$ cat config.mk
export PLATFORM = sky130hd
export DESIGN_NAME = p2qe_divider
export DESIGN_NICKNAME = d
export VERILOG_FILES = /design/src/p2qe_pkg.sv /design/src/p2qe_divider.sv
export SDC_FILE = /design/constraint.sdc
export NUM_CORES = 1
export LEC_CHECK = 0
export BUFFER_PORTS_ARGS = -buffer_cell sky130_fd_sc_hd__buf_2
export CAP_MARGIN = 20
export CORE_UTILIZATION = 58
export CTS_CLUSTER_DIAMETER = 200
export CTS_CLUSTER_SIZE = 12
export DETAILED_ROUTE_END_ITERATION = 8
export HOLD_SLACK_MARGIN = 0.03
export PLACE_DENSITY = 0.85
export SLEW_MARGIN = 20
export SYNTH_ARGS = -nofsm -noshare
export SYNTH_HDL_FRONTEND = slang
export SYNTH_SLANG_ARGS = --single-unit
$ cat constraint.sdc
create_clock -name i_clk -period 4.5 [get_ports i_clk]
set_input_delay 0.45 -clock i_clk [delete_from_list [all_inputs] [get_ports i_clk]]
set_output_delay 0.45 -clock i_clk [all_outputs]
set_load 0.02 [all_outputs]
$ cat src/p2qe_pkg.sv
// Package for the P-square quantile estimator core.
// Holds the default parameter values, sequencer state type and phase codes.
// No dependencies.
package p2qe_pkg;

    localparam int SAMPLE_WIDTH_DEF  = 32;
    localparam int FRACTION_BITS_DEF = 16;
    localparam int COUNT_WIDTH_DEF   = 32;

    // Fixed widths of the configuration register and of the estimate field.
    localparam int QL_W  = 16;
    localparam int EST_W = 48;
    localparam logic [QL_W-1:0] QL_RESET = 16'd32768;

    typedef enum logic [3:0] {
        S_IDLE,
        S_SORT,
        S_MCHK,
        S_LOAD,
        S_MULA,
        S_MULB,
        S_DSTART,
        S_DWAIT,
        S_PCHK,
        S_OUT
    } t_state;

    // Which scaled term the shared multiply and divide path is working on.
    typedef enum logic [1:0] {
        PH_T1,
        PH_T2,
        PH_LIN
    } t_phase;

    typedef struct packed {
        logic start;
        logic done;
    } t_div_ctl;

endpackage

$ cat src/p2qe_divider.sv
// Restoring bit-serial unsigned divider, one quotient bit per cycle.
// Uses p2qe_pkg for its handshake struct.
module p2qe_divider #(
    parameter int W = 82
) (
    input  logic                i_clk,
    input  logic                i_rst_n,
    input  logic                i_start,
    input  logic [W-1:0]        i_num,
    input  logic [W-1:0]        i_den,
    output p2qe_pkg::t_div_ctl  o_ctl,
    output logic [W-1:0]        o_quot
);

    localparam int CW = $clog2(W + 1);

    logic          r_busy;
    logic          r_done;
    logic [CW-1:0] r_cnt;
    logic [W:0]    r_rem;
    logic [W-1:0]  r_quo;
    logic [W-1:0]  r_den;
    logic [W:0]    w_trial;
    logic          w_ge;

    assign w_trial = {r_rem[W-1:0], r_quo[W-1]};
    assign w_ge    = w_trial >= {1'b0, r_den};

    always_ff @(posedge i_clk) begin
        if (!i_rst_n) begin
            r_busy <= 1'b0;
            r_done <= 1'b0;
            r_cnt  <= '0;
        end else begin
            r_done <= 1'b0;
            if (i_start) begin
                r_busy <= 1'b1;
                r_cnt  <= '0;
            end else if (r_busy) begin
                r_cnt <= r_cnt + CW'(1);
                if (r_cnt == CW'(W - 1)) begin
                    r_busy <= 1'b0;
                    r_done <= 1'b1;
                end
            end
        end
    end

    always_ff @(posedge i_clk) begin
        if (i_start) begin
            r_rem <= '0;
            r_quo <= i_num;
            r_den <= i_den;
        end else if (r_busy) begin
            r_rem <= w_ge ? (w_trial - {1'b0, r_den}) : w_trial;
            r_quo <= {r_quo[W-2:0], w_ge};
        end
    end

    assign o_ctl.start = i_start;
    assign o_ctl.done  = r_done;
    assign o_quot      = r_quo;

endmodule

==> reports/results.txt, run 1 <==
Place WS: 0.5447 ns
Slew Viols, Final: 0
fin nets: 2031
Max Freq: 0.2461 GHz
DRC violations left: 0
clock buffer depth: 3
post-synthesis sequential area ratio: 43.87%
antenna-violating nets left: 0
routed length per placed instance: 18.64 um
min-delay worst type: input pin to flop
flops & latches, synth: 255
setup violators final: 0
final worst setup slack: 0.4373 ns
die area: 0.02717 mm^2
syn_nets: 1839
DRT Pass-1 Iters: 8
CTS resizes: 0
Slowest cell on crit path: a311oi_1
drt first-iter violations: 1008
mapped cell area: 0.01538 mm^2
clk sinks: 255
# hold bufs at CTS: 0
Final Skew: 0.02065 ns
top cell type's share of synthesized area: 32.02%
max_cap viols: 0
CP arrival: 4.51 ns
share of cells above drive strength 1: 21.93%
Mapped Cells: 1587
num rows: 59
top post-synthesis cells by area: edfxtp_1, dfxtp_1, ha_1
Overall Power: 6.238 mW
initial core utilization: 59.02%
cell taking the most area after synthesis: edfxtp_1
first-pass GRT wire length: 62.40 mm
CP Max Fanout: 4
detailed-placement wirelength estimate: 28.86 mm
total core area: 0.02606 mm^2
Post-synth EDFFs: 164
Layout area overhead: 13.43%
# fillers: 2042
RSZ-0062 raised after global routing: false
vias in the first global route: 12230
# IOs: 251
Hold Vio Cnt, Final: 0
DR vias/cell: 5.985
Main synth FF type: edfxtp_1
clock latency on the worst-skew pair: 0.56 ns
Die X: 164.8 um
slowest stage delay, CP: 0.58 ns
min Tclk post-route: 4.063 ns
CTS Buf Count: 25
Ys Warns: 0
Root Buffer: clkbuf_16
top-count cell post-synth: edfxtp_1
Most common cell on crit path: inv_1
Final period util: 90.28%
Post-CTS Repair Setup Buffers: 0
total grt overflow: 0
Leak Pwr: 7.550 nW
Vias: 12780
Setup CP Type: flop to flop
ys async rst share: 0%
Die Y: 164.8 um
gpl congestion: 0.9507
setup_tns: 0 ns
Design Area, Final: 0.01745 mm^2
initial antenna violation count: 3
Setup crit start kind: flop
Worst Path Required: 4.94 ns
Syn Area/Cell: 9.691 um^2
dpl cell area: 0.01671 mm^2
worst-path cell chain: inv_1 -> ha_1 -> inv_1 -> fa_1 -> a21o_1 -> a221oi_2 -> o211ai_1 -> nor4bb_1 -> o31ai_1 -> a21boi_1 -> nor2_1 -> o21ai_1 -> a311oi_1 -> mux2i_1 -> nand2_1
most frequent cells after synthesis: edfxtp_1, nor2_1, a21oi_1, inv_1, nand2_1
Synth cell types: 76
TritonCTS clock tree: built
Max IR drop VDD: 354.8 uV
total global-route track usage: 28.92%
input/output buffers: 250
slew margin rel.: 29.64%
Post-Route WL: 39.79 mm
status: finished clean
largest net degree at the start of global routing: 109
Clock transition at path regs: 0.07 ns
CTS H-Tree Depth: 1
power per cell area: 357.6 mW/mm^2
CP Capture Type: flop
worst-margin pin slew: 1.055 ns
hold slack: 0.06322 ns
report_power, final:
| group | switching [mW] | total, mW | internal (mW) | leakage (nW) |
|---|---|---|---|---|
| clock network | 0.910 | 1.96 | 1.05 | 0.345 |
| registers | 0.112 | 2.82 | 2.71 | 2.37 |
| logic | 0.892 | 1.46 | 0.564 | 4.83 |
final cells by class:
class | instances | area (um^2) | area share (%)
flip-flops and latches | 255 | 6750 | 38.69
multi-input cells | 1116 | 7737 | 44.35
inverters | 120 | 451.7 | 2.589
repair buffers | 261 | 1355 | 7.767
well taps | 335 | 419.2 | 2.403
clock buffers | 43 | 693.2 | 3.973
clock inverters | 2 | 31.28 | 0.1793
diodes | 3 | 7.507 | 0.04303
placed cells by master, fill, tap and decap left out, drive strengths merged, types with 8 or more instances in the layout:
| master | instances |
|---|---|
| buf | 260 |
| edfxtp | 164 |
| nor2 | 156 |
| a21oi | 149 |
| inv | 121 |
| nand2 | 98 |
| dfxtp | 91 |
| mux2 | 87 |
| ha | 84 |
| o21ai | 74 |
| a21o | 61 |
| a211oi | 54 |
| clkbuf | 44 |
| nand4 | 39 |
| xor2 | 39 |
| xnor2 | 34 |
| nor3 | 24 |
| mux2i | 19 |
| nand3 | 16 |
| o21bai | 16 |
| o21a | 16 |
| a31oi | 13 |
| and3 | 12 |
| o31ai | 11 |
| a21boi | 8 |
sequential cells by signal (all words and copies together), names as in the netlist:
| name | flops |
|---|---|
| r_den | 82 |
| r_busy | 1 |
| o_quot | 82 |
| r_rem | 82 |
| r_cnt | 7 |
| r_done | 1 |
per-layer routing:
layer / share of wire, % / GRT usage, % / up-vias
li1: - / - / 6180
met1: 43 / 37.35 / 6023
met2: 47 / 48.87 / 480
met3: 6.6 / 4.721 / 94
met4: 3.4 / 10.13 / 0
met5: 0 / 0 / -
kinds of logic (layout without fill, tap and decap cells):
group | after synthesis | after routing | share of synthesized area (%)
xor+xnor | 73 | 73 | 4.157
compound gates | 466 | 466 | 20.13
flops | 255 | 255 | 43.87
fa+ha+maj | 85 | 85 | 6.964
mux | 106 | 106 | 7.607
simple gates | 386 | 386 | 11.37
buf+inv | 216 | 426 | 5.914
other cells | 0 | 3 | 0
final timing paths:
check / start / endpoint / slack [ns] / cells after the start
max: o_quot[81]$_DFFE_PP_ / r_rem[72]$_SDFFE_PP0P_ / 0.44 / 15
min: i_den[52] / r_den[52]$_DFFE_PP_ / 0.06 / 1
max reg2reg: o_quot[81]$_DFFE_PP_ / r_rem[72]$_SDFFE_PP0P_ / 0.44 / 15
min reg2reg: r_rem[2]$_SDFFE_PP0P_ / r_rem[2]$_SDFFE_PP0P_ / 0.47 / 2
critical path: cells and delay by family, from the launching register on:
kind | cells | cell delay, ns
adders and majority gates | 2 | 0.59
and+or+nand+nor | 3 | 0.45
AOI/OAI and AO/OA | 7 | 2.09
muxes | 1 | 0.24
buffers and inverters | 2 | 0.15
DFF | 1 | 0.42
per-stage QoR:
step	cells	utilization [%]
after floorplan	1587	-
after global placement	2087	64.14
after detailed placement	2087	64.14
after CTS	2132	66.92
after global routing	2134	66.94
final	2135	66.95
Power figures use the tool's default switching activity.
==> run 2: changes to the inputs <==
- CORE_UTILIZATION: 58 -> 59
- CTS_BUF_LIST: not set -> sky130_fd_sc_hd__clkbuf_4 sky130_fd_sc_hd__clkbuf_8
- PLACE_DENSITY: 0.85 -> 0.86
==> reports/results.txt, run 2 (synthesis gave the netlist of run 1 again) <==
Clock transition at path regs: 0.09 ns
grt peak-use layer: met2
Die X: 163.5 um
total core area: 0.02540 mm^2
Post-CTS Repair Setup Buffers: 0
min-delay worst type: input pin to flop
CTS H-Tree Depth: 1
setup violators final: 0
Final period util: 90.76%
Overall Power: 5.867 mW
largest net degree at the start of global routing: 84
gpl congestion: 0.9469
commonest non-fill, non-tap cell in the layout: buf_2
Bufs and invs on worst path: 2
CTS resizes: 0
slowest stage delay, CP: 0.60 ns
routed length per placed instance: 18.80 um
Die Y: 163.5 um
# IOs: 251
Most common cell on crit path: inv_1
# fillers: 1878
TritonCTS clock tree: built
Max IR drop VDD: 307.8 uV
first-pass GRT wire length: 65.21 mm
Post-Route WL: 41.42 mm
most frequent cells in the layout: buf_2, edfxtp_1, nor2_1, a21oi_1, inv_1
Setup crit start kind: flop
status: finished clean
Slew Viols, Final: 0
CTS Buf Count: 25
setup_tns: 0 ns
Leak Pwr: 7.801 nW
share of cells above drive strength 1: 22.05%
input/output buffers: 250
met3 Use GR: 4.723%
Setup CP Type: flop to flop
diodes inserted: 0
FF-to-FF setup slack: 0.42 ns
Layout area overhead: 16.78%
CP Capture Type: flop
CP Max Fanout: 4
initial core utilization: 60.55%
max_cap viols: 0
Final Skew: 0.02737 ns
min Tclk post-route: 4.084 ns
total grt overflow: 0
Hold Vio Cnt, Final: 0
vias in the first global route: 12830
clock latency on the worst-skew pair: 0.60 ns
detailed-placement wirelength estimate: 28.70 mm
power per cell area: 326.7 mW/mm^2
DRT Pass-1 Iters: 8
clock buffer depth: 3
slew margin rel.: 36.31%
drt first-iter violations: 1097
Vias: 13060
RSZ-0062 raised after global routing: false
antenna-violating nets left: 0
DRC violations left: 0
cell family with most CP delay: compound AO/OA/AOI/OAI gates
DR vias/cell: 5.928
num rows: 58
Root Buffer: clkbuf_8
clk sinks: 255
total global-route track usage: 30.74%
Max Freq: 0.2448 GHz
initial antenna violation count: 0
Slowest cell on crit path: a311oi_1
global routing usage on met1: 39.24%
GRT met2 Usage: 52.52%
CP arrival: 4.57 ns
# hold bufs at CTS: 73
die area: 0.02672 mm^2
fin nets: 2106
worst-path cell chain: inv_1 -> ha_1 -> inv_1 -> fa_1 -> a21o_1 -> a221oi_2 -> o211ai_1 -> nor4bb_1 -> o31ai_1 -> a21boi_1 -> nor2_1 -> o21ai_1 -> a311oi_1 -> mux2i_1 -> nand2_1
Worst Path Required: 4.98 ns
worst-margin pin slew: 0.9554 ns
run 2: metrics by stage:
stage	instances	util [%]	hold slack, ns	area [um^2]	setup WS (ns)
2_1_floorplan	1587	-	0.4440	15380	1.053
3_5_place_dp	2083	65.79	0.4650	16710	0.5201
5_1_grt	2203	70.71	0.03068	17960	0.1733
4_1_cts	2202	70.67	0.03047	17950	0.4719
6_report	2203	70.71	0.05206	17960	0.4157
3_3_place_gp	2083	65.79	0.4545	16710	0.6369
run 2: final cells by class:
cell class | count | area [um^2] | area share, %
clock inverter | 2 | 22.52 | 0.1254
inverter | 120 | 450.4 | 2.508
clock buffer | 44 | 486.7 | 2.710
sequential | 255 | 6750 | 37.58
timing repair buffer | 336 | 2103 | 11.71
multi-input combinational | 1116 | 7735 | 43.07
tap | 330 | 412.9 | 2.299
run 2: power by group:
| group | switching [mW] | internal, mW | leakage, nW | total, mW |
|---|---|---|---|---|
| logic | 0.899 | 0.605 | 5.15 | 1.50 |
| registers | 0.124 | 2.70 | 2.37 | 2.83 |
| clock network | 0.849 | 0.686 | 0.279 | 1.53 |
| total | 1.87 | 4.00 | 7.80 | 5.87 |
run 2: worst paths after layout:
kind,startpoint,to,cells after the start
worst max-delay path,o_quot[81]$_DFFE_PP_,r_rem[72]$_SDFFE_PP0P_,15
worst min-delay path,i_den[3],r_den[3]$_DFFE_PP_,1
worst max register to register,o_quot[81]$_DFFE_PP_,r_rem[72]$_SDFFE_PP0P_,15
worst min register to register,r_rem[21]$_SDFFE_PP0P_,r_rem[21]$_SDFFE_PP0P_,2
run 2: routing by layer:
layer / wire [um] / part of all wire, %
met1: 17310 / 42
met2: 19990 / 48
met3: 2583 / 6.2
met4: 1539 / 3.7
met5: 0 / 0
==> run 3: changes to the inputs <==
- ABC_CLOCK_PERIOD_IN_PS: not set -> 4500
- CORE_UTILIZATION: 59 -> 35
- PLACE_DENSITY: 0.86 -> 0.57
==> reports/results.txt, run 3 (synthesis gave the netlist of run 1 again) <==
status: finished clean
total global-route track usage: 18.86%
Leak Pwr: 7.868 nW
Most common cell on crit path: inv_1
CP Capture Type: flop
Slew Viols, Final: 0
slew margin rel.: 38.57%
input/output buffers: 250
die area: 0.04479 mm^2
gpl congestion: 0.9239
initial antenna violation count: 1
clock latency on the worst-skew pair: 0.62 ns
setup_tns: 0 ns
CP Max Fanout: 4
Place WS: 0.6342 ns
DRT Pass-1 Iters: 5
sequential share of power: 47.9%
# fillers: 4319
CTS H-Tree Depth: 1
Design Area, Final: 0.01844 mm^2
# hold bufs at CTS: 82
Slowest cell on crit path: a311oi_1
final core area utilization: 42.71%
Post-CTS Repair Setup Buffers: 0
hold slack: 0.08247 ns
P_int: 4.007 mW
# IOs: 251
DR vias/cell: 5.168
Clock power frac: 26.4%
share of cells above drive strength 1: 22.13%
CTS resizes: 0
Combinational Power Share: 25.7%
Clock transition at path regs: 0.10 ns
Bufs and invs on worst path: 2
Setup crit start kind: flop
Worst Path Required: 5.01 ns
dpl cell area: 0.01711 mm^2
grt peak-use layer: met2
Max IR drop VDD: 265.2 uV
min-delay worst type: input pin to flop
diodes inserted: 0
cell family with most CP delay: compound AO/OA/AOI/OAI gates
Max Freq: 0.2558 GHz
total core area: 0.04317 mm^2
routed length per placed instance: 17.17 um
worst-path cell chain: inv_1 -> ha_1 -> inv_1 -> fa_1 -> a21o_1 -> a221oi_2 -> o211ai_1 -> nor4bb_1 -> o31ai_1 -> a21boi_1 -> nor2_1 -> o21ai_1 -> a311oi_1 -> mux2i_1 -> nand2_1
net switching power: 1.880 mW
first-pass GRT wire length: 67.50 mm
Die X: 211.6 um
Vias: 12760
DRC violations left: 0
Post-Route WL: 42.38 mm
clk sinks: 255
CTS Buf Count: 25
CP arrival: 4.42 ns
max_cap viols: 0
min Tclk post-route: 3.909 ns
antenna-violating nets left: 0
met3 Use GR: 3.753%
final worst setup slack: 0.5913 ns
power per cell area: 319.3 mW/mm^2
detailed-placement wirelength estimate: 30.89 mm
largest net degree at the start of global routing: 102
total grt overflow: 0
Final Skew: 0.02440 ns
TritonCTS clock tree: built
setup violators final: 0
Storage cell area: 0.006750 mm^2
Die Y: 211.6 um
commonest non-fill, non-tap cell in the layout: buf_2
worst-margin pin slew: 0.9202 ns
GRT met2 Usage: 31.36%
initial core utilization: 35.62%
drt first-iter violations: 741
Final period util: 86.86%
fin nets: 2117
Layout area overhead: 19.87%
RSZ-0062 raised after global routing: false
Hold Vio Cnt, Final: 0
slowest stage delay, CP: 0.50 ns
switching portion of total power: 31.94%
vias in the first global route: 12570
Root Buffer: clkbuf_8
footprint of the multi-input gates: 0.007737 mm^2
global routing usage on met1: 24.87%
clock buffer depth: 3
num rows: 76
Setup CP Type: flop to flop
most frequent cells in the layout: buf_2, edfxtp_1, nor2_1, a21oi_1, inv_1
run 3: cell types whose count changed in the layout (fill, tap and decap cells not counted):
| cell | previous run | this run |
|---|---|---|
| buf_12 | 1 | 5 |
| buf_4 | 11 | 10 |
| buf_8 | 0 | 1 |
| clkbuf_8 | 26 | 25 |
| dlygate4sd3_1 | 74 | 82 |
| nor2_1 | 156 | 155 |
| nor2_2 | 0 | 1 |
run 3: worst paths after layout:
path	endpoint	slack [ns]	cells after the start	startpoint
max	r_rem[72]$_SDFFE_PP0P_	0.59	15	o_quot[81]$_DFFE_PP_
min	r_busy$_SDFF_PN0_	0.08	2	i_rst_n
max reg2reg	r_rem[72]$_SDFFE_PP0P_	0.59	15	o_quot[81]$_DFFE_PP_
min reg2reg	r_rem[12]$_SDFFE_PP0P_	0.47	2	r_rem[12]$_SDFFE_PP0P_
run 3: through the flow:
| stage | total power [mW] | std cells |
|---|---|---|
| after floorplan | 3.876 | 1587 |
| after global placement | 4.309 | 2341 |
| after detailed placement | 4.317 | 2341 |
| after CTS | 5.958 | 2469 |
| after global routing | 6.216 | 2469 |
| final | 5.887 | 2469 |
run 3: cell type report:
class,count,area share (%)
clock inverter,2,0.1222
inverter,120,2.443
timing repair buffer,347,12.24
sequential,255,36.61
multi-input combinational,1116,41.97
tap,585,3.970
clock buffer,44,2.640
run 3: worst register-to-register path, stage by stage, from the launching register on:
cell	delay, ns
edfxtp_1	0.41
inv_1	0.08
ha_1	0.17
inv_1	0.06
fa_1	0.40
a21o_1	0.22
a221oi_2	0.41
o211ai_1	0.18
nor4bb_1	0.20
o31ai_1	0.33
a21boi_1	0.17
nor2_1	0.18
o21ai_1	0.18
a311oi_1	0.50
mux2i_1	0.24
nand2_1	0.06
run 3: layer usage:
| metal | up-vias | wire length [um] |
|---|---|---|
| li1 | 6343 | - |
| met1 | 5985 | 19080 |
| met2 | 374 | 19590 |
| met3 | 56 | 2634 |
| met4 | 2 | 1060 |
| met5 | - | 17 |
run 3: power groups by stage:
stage                     Clock, mW  Sequential, mW  Combinational, mW
after floorplan                   0            2.93              0.943
after global placement            0            2.87               1.44
after detailed placement          0            2.87               1.45
after CTS                      1.63            2.82               1.51
after global routing           1.70            2.85               1.67
final                          1.56            2.82               1.51
